### src/assert_macros.svh
// Assertion macros shared by the RTL modules.
// No dependencies; included by files that carry concurrent checks.
`ifndef ASSERT_MACROS_SVH
`define ASSERT_MACROS_SVH

// Condition must hold on every clock outside reset.
`define ASSERT_ALWAYS(lbl, clk, rst, cond) \
   lbl: assert property (@(posedge clk) disable iff (rst) (cond)) \
      else $error("assertion failed");

// Same-cycle implication.
`define ASSERT_IMPLIES(lbl, clk, rst, ante, cons) \
   lbl: assert property (@(posedge clk) disable iff (rst) (ante) |-> (cons)) \
      else $error("assertion failed");

// Next-cycle implication.
`define ASSERT_NEXT(lbl, clk, rst, ante, cons) \
   lbl: assert property (@(posedge clk) disable iff (rst) (ante) |=> (cons)) \
      else $error("assertion failed");

`endif

### src/rsc_pkg.sv
// Package for the RTT-statistics congestion window block.
// Widths, reset values, codes, state encoding and the divide-by-three helpers.
package rsc_pkg;

   localparam int WIN_W      = 16;
   localparam int TIME_W     = 32;
   localparam int FRAC_W     = 8;
   localparam int MEAN_W     = TIME_W + FRAC_W;   // Q32.8
   localparam int SQ_W       = 64;
   localparam int CNT_W      = 32;
   localparam int CHUNK_W    = 20;                // multiplier A operand
   localparam int MUL_B_W    = 32;                // multiplier B operand
   localparam int MUL_P_W    = CHUNK_W + MUL_B_W; // 52
   localparam int SQPROD_W   = 2 * MEAN_W;        // 80
   localparam int ACC_W      = SQPROD_W + CNT_W;  // 112
   localparam int MUL_PARTS  = 4;
   localparam int STEP_W     = 6;
   localparam int CSR_IDX_W  = 2;
   localparam int CSR_DATA_W = 32;
   localparam int QUEUE_DEPTH = 2;

   localparam logic [WIN_W-1:0]  INIT_WINDOW_RST = 16'd10;
   localparam logic [TIME_W-1:0] RTT_THRESH_RST  = 32'd130;
   localparam logic [WIN_W-1:0]  WINDOW_MAX      = 16'hFFFF;
   localparam logic [CNT_W-1:0]  COUNT_MAX       = 32'hFFFF_FFFF;

   localparam logic [CSR_IDX_W-1:0] CSR_INITIAL_WINDOW = 2'd0;
   localparam logic [CSR_IDX_W-1:0] CSR_RTT_THRESHOLD  = 2'd1;

   localparam logic MODE_ACK     = 1'b0;
   localparam logic MODE_TIMEOUT = 1'b1;

   typedef struct packed {
      logic              mode;
      logic [TIME_W-1:0] rtt;
   } rsc_item_type;

   typedef struct packed {
      logic             en;
      logic [WIN_W-1:0] value;
   } rsc_wload_type;

   typedef enum logic [3:0] {
      ST_IDLE,
      ST_DIV,
      ST_MEAN,
      ST_MULA,
      ST_SQ,
      ST_MULB,
      ST_PSAVE,
      ST_MULC,
      ST_ADJ,
      ST_FIN
   } rsc_state_type;

   // floor(w/3) by reciprocal multiply, exact over 16 bits
   function automatic logic [WIN_W-1:0] div3(input logic [WIN_W-1:0] w);
      logic [2*WIN_W-1:0] p;
      p = {16'd0, w} * 32'h0000_AAAB;
      return {1'b0, p[31:17]};
   endfunction

   // floor(2w/3) = 2*floor(w/3) + (w mod 3 == 2)
   function automatic logic [WIN_W-1:0] two_thirds(input logic [WIN_W-1:0] w);
      logic [WIN_W-1:0] q;
      logic [WIN_W-1:0] r;
      q = div3(w);
      r = w - (q + {q[WIN_W-2:0], 1'b0});
      return {q[WIN_W-2:0], 1'b0} + ((r == 16'd2) ? 16'd1 : 16'd0);
   endfunction

endpackage

### src/rsc_front.sv
// Front end: takes requests, forms the RTT and registers the item for the queue.
// Depends on rsc_pkg.
module rsc_front
   import rsc_pkg::*;
(
   input  logic                clock,
   input  logic                reset,
   input  logic                req_valid,
   output logic                req_ready,
   input  logic                req_mode,
   input  logic [TIME_W-1:0]   req_send_time,
   input  logic [TIME_W-1:0]   req_ack_time,
   output logic                push_valid,
   input  logic                push_ready,
   output rsc_item_type        push_item
);

   logic         valid_ff;
   logic         valid_in;
   rsc_item_type item_ff;
   logic         take;

   assign req_ready = !valid_ff || push_ready;
   assign take      = req_valid && req_ready;

   always_comb begin
      valid_in = valid_ff;
      if (take) begin
         valid_in = 1'b1;
      end else if (push_ready) begin
         valid_in = 1'b0;
      end
   end

   always_ff @(posedge clock) begin
      if (reset) begin
         valid_ff <= 1'b0;
      end else begin
         valid_ff <= valid_in;
      end
   end

   // RTT wraps modulo 2^32; ignored downstream on timeouts
   always_ff @(posedge clock) begin
      if (take) begin
         item_ff.mode <= req_mode;
         item_ff.rtt  <= req_ack_time - req_send_time;
      end
   end

   assign push_valid = valid_ff;
   assign push_item  = item_ff;

endmodule

### src/rsc_queue.sv
// Short FIFO of classified items between front and back end.
// Depends on rsc_pkg and assert_macros.svh.
`include "assert_macros.svh"
module rsc_queue
   import rsc_pkg::*;
#(
   parameter int DEPTH = QUEUE_DEPTH
) (
   input  logic         clock,
   input  logic         reset,
   input  logic         push_valid,
   output logic         push_ready,
   input  rsc_item_type push_item,
   output logic         pop_valid,
   input  logic         pop_ready,
   output rsc_item_type pop_item
);

   localparam int IDX_W = (DEPTH > 1) ? $clog2(DEPTH) : 1;
   localparam int CNT_QW = $clog2(DEPTH + 1);

   rsc_item_type      slot_ff [DEPTH];
   logic [IDX_W-1:0]  wr_ptr_ff, wr_ptr_in;
   logic [IDX_W-1:0]  rd_ptr_ff, rd_ptr_in;
   logic [CNT_QW-1:0] count_ff, count_in;
   logic              push, pop;

   assign push_ready = (count_ff != CNT_QW'(DEPTH));
   assign pop_valid  = (count_ff != '0);
   assign push       = push_valid && push_ready;
   assign pop        = pop_valid && pop_ready;
   assign pop_item   = slot_ff[rd_ptr_ff];

   always_comb begin
      wr_ptr_in = wr_ptr_ff;
      rd_ptr_in = rd_ptr_ff;
      count_in  = count_ff;
      if (push) begin
         wr_ptr_in = (wr_ptr_ff == IDX_W'(DEPTH - 1)) ? '0 : wr_ptr_ff + 1'b1;
      end
      if (pop) begin
         rd_ptr_in = (rd_ptr_ff == IDX_W'(DEPTH - 1)) ? '0 : rd_ptr_ff + 1'b1;
      end
      if (push && !pop) begin
         count_in = count_ff + 1'b1;
      end else if (pop && !push) begin
         count_in = count_ff - 1'b1;
      end
   end

   always_ff @(posedge clock) begin
      if (reset) begin
         wr_ptr_ff <= '0;
         rd_ptr_ff <= '0;
         count_ff  <= '0;
      end else begin
         wr_ptr_ff <= wr_ptr_in;
         rd_ptr_ff <= rd_ptr_in;
         count_ff  <= count_in;
      end
   end

   always_ff @(posedge clock) begin
      if (push) begin
         slot_ff[wr_ptr_ff] <= push_item;
      end
   end

   // pointers and fill count must agree
   `ASSERT_IMPLIES(a_queue_ptrs, clock, reset, count_ff == '0 || count_ff == CNT_QW'(DEPTH), wr_ptr_ff == rd_ptr_ff)

endmodule

### src/rsc_back.sv
// Back end: sequencer for window updates and RTT statistics (divider, shared multiplier).
// Depends on rsc_pkg and assert_macros.svh.
`include "assert_macros.svh"
module rsc_back
   import rsc_pkg::*;
(
   input  logic                clock,
   input  logic                reset,
   input  logic                pop_valid,
   output logic                pop_ready,
   input  rsc_item_type        pop_item,
   input  rsc_wload_type       wload,
   input  logic [TIME_W-1:0]   rtt_threshold,
   output logic                rsp_valid,
   input  logic                rsp_ready,
   output logic [WIN_W-1:0]    rsp_window,
   output logic [MEAN_W-1:0]   rsp_mean_rtt
);

   rsc_state_type state_ff, state_in;

   // architectural state
   logic [WIN_W-1:0]   window_ff;
   logic [WIN_W-1:0]   since_ff;
   logic [CNT_W-1:0]   count_ff;
   logic [MEAN_W-1:0]  mean_ff;
   logic [SQ_W-1:0]    sq_ff;
   logic               rsp_valid_ff;
   logic               pv_ff;
   logic [STEP_W-1:0]  step_ff;

   // per-item working registers
   logic [MEAN_W-1:0]   x_ff;
   logic                ge_ff;
   logic                gt_ff;
   logic [MEAN_W-1:0]   d_old_ff;
   logic [MEAN_W-1:0]   d_new_ff;
   logic [MEAN_W-1:0]   quo_ff;
   logic [CNT_W-1:0]    rem_ff;
   logic [MUL_P_W-1:0]  prod_ff;
   logic [1:0]          k_ff;
   logic [ACC_W-1:0]    acc_ff;
   logic [SQPROD_W-1:0] p_ff;
   logic [WIN_W-1:0]    rsp_window_ff;
   logic [MEAN_W-1:0]   rsp_mean_ff;

   logic                pop;
   logic                rsp_load;
   logic                in_mul;
   logic                issue;
   logic [1:0]          part;
   logic [MEAN_W-1:0]   x_in;
   logic                ge_in;
   logic [MEAN_W-1:0]   diff_in;
   logic [CNT_W:0]      rem_sh;
   logic                sub_ok;
   logic [CNT_W:0]      rem_sub;
   logic [MEAN_W-1:0]   new_mean;
   logic [CHUNK_W-1:0]  mul_a;
   logic [MUL_B_W-1:0]  mul_b;
   logic [1:0]          k_in;
   logic [ACC_W-1:0]    prod_sh;
   logic [SQ_W:0]       sq_sum;
   logic                sq_sat;
   logic                grow_ok;
   logic                thr_hit;
   logic                adjust;
   logic [WIN_W-1:0]    window_adj;

   assign pop       = pop_valid && (state_ff == ST_IDLE);
   assign pop_ready = (state_ff == ST_IDLE);
   assign rsp_load  = (state_ff == ST_FIN) && (!rsp_valid_ff || rsp_ready);
   assign in_mul    = (state_ff == ST_MULA) || (state_ff == ST_MULB) || (state_ff == ST_MULC);
   assign issue     = in_mul && (step_ff < STEP_W'(MUL_PARTS));
   assign part      = step_ff[1:0];

   // entry: sample x = RTT << 8 and |x - mean|
   assign x_in    = {pop_item.rtt, {FRAC_W{1'b0}}};
   assign ge_in   = (x_in >= mean_ff);
   assign diff_in = ge_in ? (x_in - mean_ff) : (mean_ff - x_in);

   // restoring divide, one quotient bit per step
   assign rem_sh  = {rem_ff, quo_ff[MEAN_W-1]};
   assign sub_ok  = (rem_sh >= {1'b0, count_ff});
   assign rem_sub = rem_sh - {1'b0, count_ff};

   assign new_mean = ge_ff ? (mean_ff + quo_ff) : (mean_ff - quo_ff);

   // shared 20x32 multiplier operand select
   always_comb begin
      mul_a = '0;
      mul_b = '0;
      k_in  = '0;
      unique case (state_ff)
         ST_MULA: begin
            mul_a = part[1] ? d_old_ff[2*CHUNK_W-1:CHUNK_W] : d_old_ff[CHUNK_W-1:0];
            mul_b = {12'd0, part[0] ? d_new_ff[2*CHUNK_W-1:CHUNK_W] : d_new_ff[CHUNK_W-1:0]};
            k_in  = {1'b0, part[1]} + {1'b0, part[0]};
         end
         ST_MULB: begin
            mul_a = part[1] ? d_new_ff[2*CHUNK_W-1:CHUNK_W] : d_new_ff[CHUNK_W-1:0];
            mul_b = {12'd0, part[0] ? d_new_ff[2*CHUNK_W-1:CHUNK_W] : d_new_ff[CHUNK_W-1:0]};
            k_in  = {1'b0, part[1]} + {1'b0, part[0]};
         end
         ST_MULC: begin
            case (part)
               2'd0:    mul_a = p_ff[CHUNK_W-1:0];
               2'd1:    mul_a = p_ff[2*CHUNK_W-1:CHUNK_W];
               2'd2:    mul_a = p_ff[3*CHUNK_W-1:2*CHUNK_W];
               default: mul_a = p_ff[4*CHUNK_W-1:3*CHUNK_W];
            endcase
            mul_b = count_ff;
            k_in  = part;
         end
         default: begin
            mul_a = '0;
         end
      endcase
   end

   always_comb begin
      case (k_ff)
         2'd0:    prod_sh = {60'd0, prod_ff};
         2'd1:    prod_sh = {40'd0, prod_ff, 20'd0};
         2'd2:    prod_sh = {20'd0, prod_ff, 40'd0};
         default: prod_sh = {prod_ff, 60'd0};
      endcase
   end

   // saturating sum of squared deviations
   assign sq_sum = {1'b0, sq_ff} + {1'b0, acc_ff[SQ_W-1:0]};
   assign sq_sat = (|acc_ff[SQPROD_W-1:SQ_W]) || sq_sum[SQ_W];

   // n*(x-mean)^2 <= 4*M2, or x not above the mean
   assign grow_ok    = !gt_ff || (acc_ff <= {46'd0, sq_ff, 2'b00});
   assign thr_hit    = (x_ff[MEAN_W-1:FRAC_W] >= rtt_threshold);
   assign adjust     = (since_ff >= window_ff);

   always_comb begin
      window_adj = window_ff;
      if (thr_hit) begin
         window_adj = two_thirds(window_ff);
      end else if (grow_ok && (window_ff != WINDOW_MAX)) begin
         window_adj = window_ff + 1'b1;
      end
   end

   always_comb begin
      state_in = state_ff;
      unique case (state_ff)
         ST_IDLE: begin
            if (pop) begin
               state_in = (pop_item.mode == MODE_TIMEOUT) ? ST_FIN : ST_DIV;
            end
         end
         ST_DIV: begin
            if (step_ff == STEP_W'(MEAN_W - 1)) begin
               state_in = ST_MEAN;
            end
         end
         ST_MEAN: state_in = ST_MULA;
         ST_MULA: begin
            if (step_ff == STEP_W'(MUL_PARTS)) begin
               state_in = ST_SQ;
            end
         end
         ST_SQ: state_in = gt_ff ? ST_MULB : ST_ADJ;
         ST_MULB: begin
            if (step_ff == STEP_W'(MUL_PARTS)) begin
               state_in = ST_PSAVE;
            end
         end
         ST_PSAVE: state_in = ST_MULC;
         ST_MULC: begin
            if (step_ff == STEP_W'(MUL_PARTS)) begin
               state_in = ST_ADJ;
            end
         end
         ST_ADJ: state_in = ST_FIN;
         ST_FIN: begin
            if (rsp_load) begin
               state_in = ST_IDLE;
            end
         end
         default: state_in = ST_IDLE;
      endcase
   end

   always_ff @(posedge clock) begin
      if (reset) begin
         state_ff <= ST_IDLE;
      end else begin
         state_ff <= state_in;
      end
   end

   // control and architectural state
   always_ff @(posedge clock) begin
      if (reset) begin
         window_ff    <= INIT_WINDOW_RST;
         since_ff     <= '0;
         count_ff     <= '0;
         mean_ff      <= '0;
         sq_ff        <= '0;
         rsp_valid_ff <= 1'b0;
         pv_ff        <= 1'b0;
         step_ff      <= '0;
      end else begin
         pv_ff <= issue;
         if ((state_ff == ST_DIV && step_ff != STEP_W'(MEAN_W - 1)) ||
             (in_mul && step_ff != STEP_W'(MUL_PARTS))) begin
            step_ff <= step_ff + 1'b1;
         end else begin
            step_ff <= '0;
         end
         if (pop) begin
            if (pop_item.mode == MODE_TIMEOUT) begin
               window_ff <= div3(window_ff);
            end else if (count_ff != COUNT_MAX) begin
               count_ff <= count_ff + 1'b1;
            end
         end
         if (state_ff == ST_MEAN) begin
            mean_ff <= new_mean;
         end
         if (state_ff == ST_SQ) begin
            sq_ff <= sq_sat ? {SQ_W{1'b1}} : sq_sum[SQ_W-1:0];
         end
         if (state_ff == ST_ADJ) begin
            if (adjust) begin
               window_ff <= window_adj;
               since_ff  <= '0;
            end else begin
               since_ff <= since_ff + 1'b1;
            end
         end
         if (wload.en) begin
            window_ff <= wload.value;
         end
         if (rsp_load) begin
            rsp_valid_ff <= 1'b1;
         end else if (rsp_ready) begin
            rsp_valid_ff <= 1'b0;
         end
      end
   end

   // datapath
   always_ff @(posedge clock) begin
      if (pop) begin
         x_ff     <= x_in;
         ge_ff    <= ge_in;
         d_old_ff <= diff_in;
         quo_ff   <= diff_in;
         rem_ff   <= '0;
      end
      if (state_ff == ST_DIV) begin
         quo_ff <= {quo_ff[MEAN_W-2:0], sub_ok};
         rem_ff <= sub_ok ? rem_sub[CNT_W-1:0] : rem_sh[CNT_W-1:0];
      end
      if (state_ff == ST_MEAN) begin
         d_new_ff <= (x_ff >= new_mean) ? (x_ff - new_mean) : (new_mean - x_ff);
         gt_ff    <= (x_ff > new_mean);
      end
      if (issue) begin
         prod_ff <= {32'd0, mul_a} * {20'd0, mul_b};
         k_ff    <= k_in;
      end
      if (pv_ff) begin
         acc_ff <= acc_ff + prod_sh;
      end else if (pop || state_ff == ST_SQ || state_ff == ST_PSAVE) begin
         acc_ff <= '0;
      end
      if (state_ff == ST_PSAVE) begin
         p_ff <= acc_ff[SQPROD_W-1:0];
      end
      if (rsp_load) begin
         rsp_window_ff <= window_ff;
         rsp_mean_ff   <= mean_ff;
      end
   end

   assign rsp_valid    = rsp_valid_ff;
   assign rsp_window   = rsp_window_ff;
   assign rsp_mean_rtt = rsp_mean_ff;

   // divider remainder stays below the ack count
   `ASSERT_IMPLIES(a_rem_below_n, clock, reset, state_ff == ST_DIV, rem_ff < count_ff)
   // products fully accumulated before the square sum is used
   `ASSERT_IMPLIES(a_acc_drained, clock, reset, state_ff == ST_SQ || state_ff == ST_ADJ, !pv_ff)
   // the mean moves only in its update step
   `ASSERT_NEXT(a_mean_hold, clock, reset, state_ff != ST_MEAN, $stable(mean_ff))

endmodule

### src/rtt_stat_congestion_window_top.sv
// An ack request passes the 40-step restoring divider plus up to three 4-part passes of one
//   20x32 multiplier; the second and third run only when the growth test needs n*(x-mean)^2.
// The back end takes the next item only after it has loaded the response for the last one.
// Timeouts skip the divider and multiplier. A 2-deep queue lets the front keep accepting.
// Reset (synchronous, active high): window 10, threshold 130 ms, statistics cleared.
// Depends on rsc_pkg, rsc_front, rsc_queue, rsc_back.
module rtt_stat_congestion_window_top
   import rsc_pkg::*;
#(
   parameter int QUEUE_ENTRIES = QUEUE_DEPTH
) (
   input  logic                  clock,
   input  logic                  reset,
   // request channel
   input  logic                  req_valid,
   output logic                  req_ready,
   input  logic                  req_mode,
   input  logic [TIME_W-1:0]     req_send_time,
   input  logic [TIME_W-1:0]     req_ack_time,
   // response channel
   output logic                  rsp_valid,
   input  logic                  rsp_ready,
   output logic [WIN_W-1:0]      rsp_window,
   output logic [MEAN_W-1:0]     rsp_mean_rtt,
   // configuration writes
   input  logic                  csr_wr_en,
   input  logic [CSR_IDX_W-1:0]  csr_index,
   input  logic [CSR_DATA_W-1:0] csr_wdata
);

   logic [TIME_W-1:0] rtt_thr_ff;
   rsc_wload_type     wload;

   logic              fq_valid, fq_ready;
   rsc_item_type      fq_item;
   logic              qb_valid, qb_ready;
   rsc_item_type      qb_item;

   // Threshold register; initial_window writes go straight into the window.
   always_ff @(posedge clock) begin
      if (reset) begin
         rtt_thr_ff <= RTT_THRESH_RST;
      end else if (csr_wr_en) begin
         unique case (csr_index)
            CSR_RTT_THRESHOLD: rtt_thr_ff <= csr_wdata;
            default: begin
               // initial_window handled by the back end; other indexes ignored
               rtt_thr_ff <= rtt_thr_ff;
            end
         endcase
      end
   end

   assign wload.en    = csr_wr_en && (csr_index == CSR_INITIAL_WINDOW);
   assign wload.value = csr_wdata[WIN_W-1:0];

   // Front: request register, RTT subtract.
   rsc_front u_front (
      .clock         (clock),
      .reset         (reset),
      .req_valid     (req_valid),
      .req_ready     (req_ready),
      .req_mode      (req_mode),
      .req_send_time (req_send_time),
      .req_ack_time  (req_ack_time),
      .push_valid    (fq_valid),
      .push_ready    (fq_ready),
      .push_item     (fq_item)
   );

   // Queue decouples front from the long-running back end.
   rsc_queue #(
      .DEPTH (QUEUE_ENTRIES)
   ) u_queue (
      .clock      (clock),
      .reset      (reset),
      .push_valid (fq_valid),
      .push_ready (fq_ready),
      .push_item  (fq_item),
      .pop_valid  (qb_valid),
      .pop_ready  (qb_ready),
      .pop_item   (qb_item)
   );

   // Back: Welford update, growth test, window adjust, response register.
   rsc_back u_back (
      .clock         (clock),
      .reset         (reset),
      .pop_valid     (qb_valid),
      .pop_ready     (qb_ready),
      .pop_item      (qb_item),
      .wload         (wload),
      .rtt_threshold (rtt_thr_ff),
      .rsp_valid     (rsp_valid),
      .rsp_ready     (rsp_ready),
      .rsp_window    (rsp_window),
      .rsp_mean_rtt  (rsp_mean_rtt)
   );

endmodule

### config.mk
export PLATFORM = sky130hd
export DESIGN_NAME = rtt_stat_congestion_window_top
export DESIGN_NICKNAME = d
export VERILOG_FILES = /design/src/rsc_pkg.sv /design/src/rsc_front.sv /design/src/rsc_queue.sv /design/src/rsc_back.sv /design/src/rtt_stat_congestion_window_top.sv
export VERILOG_INCLUDE_DIRS = /design/src /design/src/src
export SDC_FILE = /design/constraint.sdc
export NUM_CORES = 2
export LEC_CHECK = 0
export BUFFER_PORTS_ARGS = -buffer_cell sky130_fd_sc_hd__buf_2
export CORE_UTILIZATION = 55
export CTS_BUF_LIST = sky130_fd_sc_hd__clkbuf_8
export DETAILED_ROUTE_END_ITERATION = 16
export PLACE_DENSITY_LB_ADDON = 0.08
export REMOVE_ABC_BUFFERS = 1
export SYNTH_ARGS = -nofsm -noshare
export SYNTH_HDL_FRONTEND = slang
export SYNTH_SLANG_ARGS = --single-unit
### constraint.sdc
create_clock -name clock -period 11.3 [get_ports clock]
set_input_delay 1.695 -clock clock [delete_from_list [all_inputs] [get_ports clock]]
set_output_delay 1.695 -clock clock [all_outputs]
set_load 0.02 [all_outputs]
## After elaboration in Yosys (flattened, before gate mapping)

Memories as Yosys holds them, arrays and structs flattened. A register that Yosys moved wholly into a read port is not among the register bits.
Index checks and enable logic that the tools add are counted.

| storage, ports and cells | value |
|---|---|
| bits in registers | 738 |
| bits in writable memories | 66 |
| word-level logic and storage cells | 183 |
| memories kept | 1 |

| cells by class | value |
|---|---|
| add/sub/neg operators | 22 |
| $mul | 2 |
| magnitude comparators | 8 |
| equality and inequality tests | 29 |
| mux-type cells | 49 |
| bitwise logic cells | 2 |
| reduce and logical (&&, ||, !) cells | 41 |

Memories:

| name | depth | bits a word | rd ports | clocked after memory_dff | write ports | line | RTL |
|---|---|---|---|---|---|---|---|
| u_queue.slot_ff | 2 | 33 | 1 | 1 | 1 | rsc_queue.sv:22 | `rsc_item_type slot_ff [DEPTH];` |

Operator list:

| operator | number |
|---|---|
| $pmux W112 S3 | 1 |
| $mux W112 | 2 |
| $mux W40 | 5 |
| $sub A40 B40 Y40 | 5 |
| $mux W16 | 8 |
| $pmux W20 S3 | 2 |
| $add A112 B112 Y112 | 1 |
| $le A112 B66 Y1 | 1 |
| $mux W32 | 3 |
| $ge A40 B40 Y1 | 2 |
| $add A64 B64 Y65 | 1 |
| $mux W64 | 1 |
| $pmux W32 S2 | 1 |
| $sub A32 B32 Y32 | 2 |
| $mux W20 | 3 |
| $mul A20 B32 Y52 | 1 |
| $add A40 B40 Y40 | 1 |
| $gt A40 B40 Y1 | 1 |
| $pmux W4 S10 | 1 |
| $ge A33 B32 Y1 | 1 |
| $add A16 B1 Y16 const B | 2 |
| $add A32 B1 Y32 const B | 1 |
| $ge A32 B32 Y1 | 1 |
| $mul A16 B16 Y32 const B | 1 |
| 42 further kinds | 105 |

## Longest topological paths before layout

| logic depth | value |
|---|---|
| word-level depth | 10 |
| gate-level depth with buffers | 37 |
| mapped depth without buffers | 34 |

## By module

Synthesis repeated with hierarchy kept, for this count alone.

| unflattened totals | value |
|---|---|
| cell total of the unflattened synthesis | 9438 |
| area, all modules | 83510.1 sq um |

By module, submodules not included:

| module | instances | cells an instance | area each (sq um) | seq. area each (sq um) |
|---|---|---|---|---|
| rsc_back | 1 | 8867 | 76599.7 | 18257.5 |
| rsc_front | 1 | 303 | 2847.7 | 1011.0 |
| rsc_queue | 1 | 127 | 2596.2 | 2082.0 |
| rtt_stat_congestion_window_top | 1 | 141 | 1466.4 | 640.6 |

## Least setup slack after synthesis

OpenSTA, ideal clock, no wires.

| timing path | value |
|---|---|
| path kind | register to register |
| start point | reg u_back.step_ff[0] |
| end point | reg u_back.prod_ff[49], data pin |
| setup time | 264 ps |
| arrival | 9121 ps |
| required time | 11036 ps |
| slack | 1915 ps |
| stages on the path, launching flop included | 34 |
| period minus slack after synthesis | 9385 ps |
| path through | dfxtp_1 > clkbuf_1 > buf_1 > inv_1 > ha_1 > clkbuf_1 > a222oi_1 > o21ai_0 > a21oi_1 > clkbuf_1 > nor2_1 > fa_1 > inv_1 > fa_1 > fa_1 > inv_1 > fa_1 > fa_1 > fa_1 > inv_1 > fa_1 > inv_1 > ha_1 > a21o_1 > a221o_1 > a21oi_1 > o21ai_0 > a211o_1 > nand2_1 > o21ai_0 > o41ai_1 > o21ai_0 > a221oi_1 > xnor2_1 |

| on the way | value |
|---|---|
| longest elaborated chain between the ends | 4 |

RTL lines:

| element | line | RTL |
|---|---|---|
| start, declared | rsc_back.sv:30 | `logic [STEP_W-1:0] step_ff;` |
| start signal, assigned | rsc_back.sv:212 | `step_ff <= step_ff + 1'b1;` |
| $eq A2 B2 Y1, or another cell as far along | rsc_back.sv:106 | `case (part)` |
| $pmux W20 S3 | rsc_back.sv:106 |  |
| $pmux W20 S3 | rsc_back.sv:94 | `unique case (state_ff)` |
| $mul A20 B32 Y52 * | rsc_back.sv:266 | `prod_ff <= {32'd0, mul_a} * {20'd0, mul_b};` |
| end signal, assigned | rsc_back.sv:266 |  |
| end, declared | rsc_back.sv:40 | `logic [MUL_P_W-1:0] prod_ff;` |

Every way passes the cells marked *; elsewhere a longest branch is shown, timed or not.
A chain may end at the register's enable or synchronous reset.

## Worst setup path in the final report

| timing path | value |
|---|---|
| start point | reg u_back.state_ff[0] |
| end point | reg u_back.prod_ff[48], data pin |

| on the way | value |
|---|---|
| longest elaborated chain between the ends | 4 |

RTL lines:

| element | line | RTL |
|---|---|---|
| start, declared | rsc_back.sv:20 | `rsc_state_type state_ff, state_in;` |
| start signal, assigned | rsc_back.sv:193 | `state_ff <= state_in;` |
| $eq A4 B3 Y1 or $eq A4 B2 Y1 (tied branches) | rsc_back.sv:94 |  |
| $reduce_or A2 Y1 (no line) | -- |  |
| $pmux W32 S2 | rsc_back.sv:94 |  |
| $mul A20 B32 Y52 * | rsc_back.sv:266 |  |

Marked as above.

==> results.cfg <==
[sta]
maxSlewHeadroom_pct = 14.8
tns_ps = 0
setup_violations = 0
fin_crit_sh_pct = 92.3
fmax_mhz = 95.9
fin_ws_ps = 869
maxSlewViolCount = 0
grt_setup_unrepaired = no
clock_skew_ps = 69.6
tightest_slew_ps = 1250
finalHoldViolations = 0
finalCriticalPeriod_ps = 10430
hold_ws_ps = 444

[logic_synthesis]
netlist.area_leader.share_pct = 21.3
synth_area_leader_cell = edfxtp_1
synth_seq_area_share_pct = 26.5
synth_edf_count = 587
syn_area_sq_mm = 0.0829
synthFlopType = edfxtp_1
ys_warn_count = 0
ys_ff_latch = 805
synthCells = 9363
synth.distinct_cells = 92
yosys-top-cells-area = edfxtp_1, fa_1, ha_1
synthArstFlopShare_pct = 0
avgSynthCellArea_sq_um = 8.85

[placement]
hpwl_mm = 225
place_area_sq_mm = 0.0859
pre_cts_slack_ps = 975
dp_cells = 11293
place_congestion = 1.01
io_buffers = 161

[route]
drt-vias-per-instance = 6.02
vias = 69714
routedWlPerCell_microns = 24.2
ant_nets = 0
drt-total-wl_mm = 280
drt-pass1-iter-count = 9
drt_iter0_drc = 6282
drc_errors = 0

[grt]
grt_pass1_wl_mm = 420
overflow = 0
grtUsageTotal_pct = 36.5
grt_pass1_vias = 68504
antenna_found_initial = 7
grt_max_degree = 83

[setup_path]
crit_type = reg -> reg
critPathRequiredTime_ps = 11940
crit_path_end_kind = flop
r2r_cells = 26
worstSetupStartpointType = flop
cp.arrival_ps = 11070
crit_start = u_back.state_ff[0]
crit_path_max_fanout = 18
regToRegStartpoint = u_back.state_ff[0]

[floorplan]
core_sq_mm = 0.150
io_pins = 162
fp-row-count = 142
die_height_microns = 390
initial_utilization_pct = 55.4
dieWidth_microns = 390
die_area_sq_mm = 0.152

[clock_network]
cts_num_sinks = 805
ctsLongestPathBuffers = 3
tritoncts = done
clock_latency_ps = 930
postCtsResizedCells = 0
cts.reportedPaths.clkPinSlew_ps = 60
htree_levels = 4
post-cts-setup-buffers = 0
clk_root_buffer_cell = clkbuf_8
cts_buffers = 151
holdBufCountCts = 0

[final_layout]
fin_cells = 11581
final_util_pct = 59.5
syn_to_final_growth_pct = 7.47
finalInstanceArea_sq_mm = 0.0890
layout.nets = 11001
drive_above_1_share_pct = 6.52

[power]
p_total_mw = 26.0
power_density_mw_per_mm2 = 292
ir_drop_mv = 1.02
p_leak_nw = 40.2

[status]
status = finished clean

[worst_hold_path]
hold_path.startpoint = u_front.push_item[22]
worst_hold_path.num_cells = 0
holdCritPathClass = reg -> reg

[run]
cap_violations = 0
-- final timing paths --
path	slack [ps]	end
worst max-delay path	870	u_back.prod_ff[48]
worst min-delay path	440	u_queue.slot_ff[0][22]
worst max register to register	870	u_back.prod_ff[48]
worst min register to register	440	u_queue.slot_ff[0][22]
-- sequential cells by signal, indices dropped and copies added, names as in the netlist, 2 cells and up, named ones only --
| name | cells |
|---|---|
| u_back.acc_ff | 112 |
| u_back.p_ff | 80 |
| u_queue.slot_ff | 66 |
| u_back.sq_ff | 64 |
| u_back.prod_ff | 52 |
| u_back.d_new_ff | 40 |
| u_back.d_old_ff | 40 |
| u_back.mean_ff | 40 |
| u_back.quo_ff | 40 |
| u_back.rsp_mean_rtt | 40 |
| u_front.push_item | 33 |
| rtt_thr_ff | 32 |
| u_back.count_ff | 32 |
| u_back.rem_ff | 32 |
| u_back.x_ff | 32 |
| u_back.rsp_window | 16 |
| u_back.since_ff | 16 |
| u_back.window_ff | 16 |
| u_back.step_ff | 6 |
| u_back.state_ff | 4 |
| u_back.k_ff | 2 |
| u_queue.count_ff | 2 |
-- cell type report --
| cell class | count | area (sq um) |
|---|---|---|
| Antenna cell | 7 | 17.5 |
| Inverter | 1250 | 4690 |
| Clock buffer | 161 | 2220 |
| Sequential cell | 805 | 22000 |
| Tap cell | 2016 | 2520 |
| Clock inverter | 120 | 938 |
| Multi-Input combinational cell | 6934 | 54900 |
| Timing Repair Buffer | 288 | 1780 |
| Fill cell | 13386 | 60500 |
-- cells in the final DEF (no fill, tap or decap), types with 25 or more instances in the layout --
master / instances
nand2b_1: 69
o31ai_1: 30
xnor2_1: 300
buf_2: 160
buf_4: 126
ha_1: 841
xor2_1: 197
o21ai_0: 338
nand2_1: 941
nand3_1: 112
a21boi_0: 25
o21bai_1: 91
o21a_1: 82
a31oi_1: 66
a21oi_1: 659
and2_1: 74
or3_1: 31
clkinv_2: 30
nor4_1: 44
fa_1: 626
a21o_1: 305
nor2b_1: 72
clkbuf_8: 161
and3_1: 77
dfxtp_1: 216
nand4_1: 128
edfxtp_1: 587
nor3_1: 113
o211ai_1: 46
mux2i_1: 176
inv_1: 1288
nor2_1: 942
a211oi_1: 112
mux2_2: 32
o22ai_1: 32
-- worst max-delay path, cell delays in order, from the launching register on --
cell and delay (ps):
dfxtp_1 600, nor2b_1 350, nand3b_1 410, and2_1 530
buf_4 320, o21ai_0 730, nand2_1 180, fa_1 600
fa_1 590, inv_1 70, fa_1 510, fa_1 530
fa_1 540, fa_1 620, inv_1 80, fa_1 530
inv_1 40, ha_1 390, and3_1 190, nand3_1 100
o31ai_1 460, a21oi_1 260, o31ai_1 670, o2111ai_1 260
o311ai_0 370, a21oi_1 130, xnor2_1 140
-- layer usage --
layer  part of all wire (%)  global-route usage [%]  vias to the layer above
li1                       -                       -                    32116
met3                    7.4                    5.77                      677
met5                  0.013                       0                        -
met2                     46                    59.2                     2902
met1                     41                    47.3                    34013
met4                    5.7                    18.4                        6
-- kinds of logic (layout without fill, tap and decap cells) --
group | Yosys count | in the layout | share of synthesized area (%)
buf+inv | 1624 | 1819 | 7.39
flops | 805 | 805 | 26.5
other cells | 0 | 7 | 0
xor+xnor | 497 | 497 | 5.25
simple gates | 2702 | 2702 | 14.5
mux | 208 | 208 | 2.56
fa+ha+maj | 1467 | 1467 | 27.8
compound gates | 2060 | 2060 | 15.9
-- power breakdown --
part | internal, mW | switching, mW
registers | 4.46 | 0.874
clock network | 1.61 | 1.45
logic | 6.61 | 11.0
-- synthesized netlist by cell type, types with 19 or more instances --
cell,number
inv_1,1247
nand2_1,945
nor2_1,944
ha_1,841
a21oi_1,663
fa_1,626
edfxtp_1,587
o21ai_0,346
clkbuf_1,331
a21o_1,305
xnor2_1,300
dfxtp_1,218
xor2_1,197
mux2i_1,176
nand4_1,128
nor3_1,114
a211oi_1,112
nand3_1,112
o21bai_1,91
o21a_1,82
and3_1,79
and2_1,73
nor2b_1,73
nand2b_1,69
a31oi_1,67
o211ai_1,46
nor4_1,44
mux2_2,32
o22ai_1,32
or3_1,31
o31ai_1,30
buf_1,29
a21boi_0,25
or2_2,24
a222oi_1,20
o221ai_1,19
(Power assumes the default switching activity.)
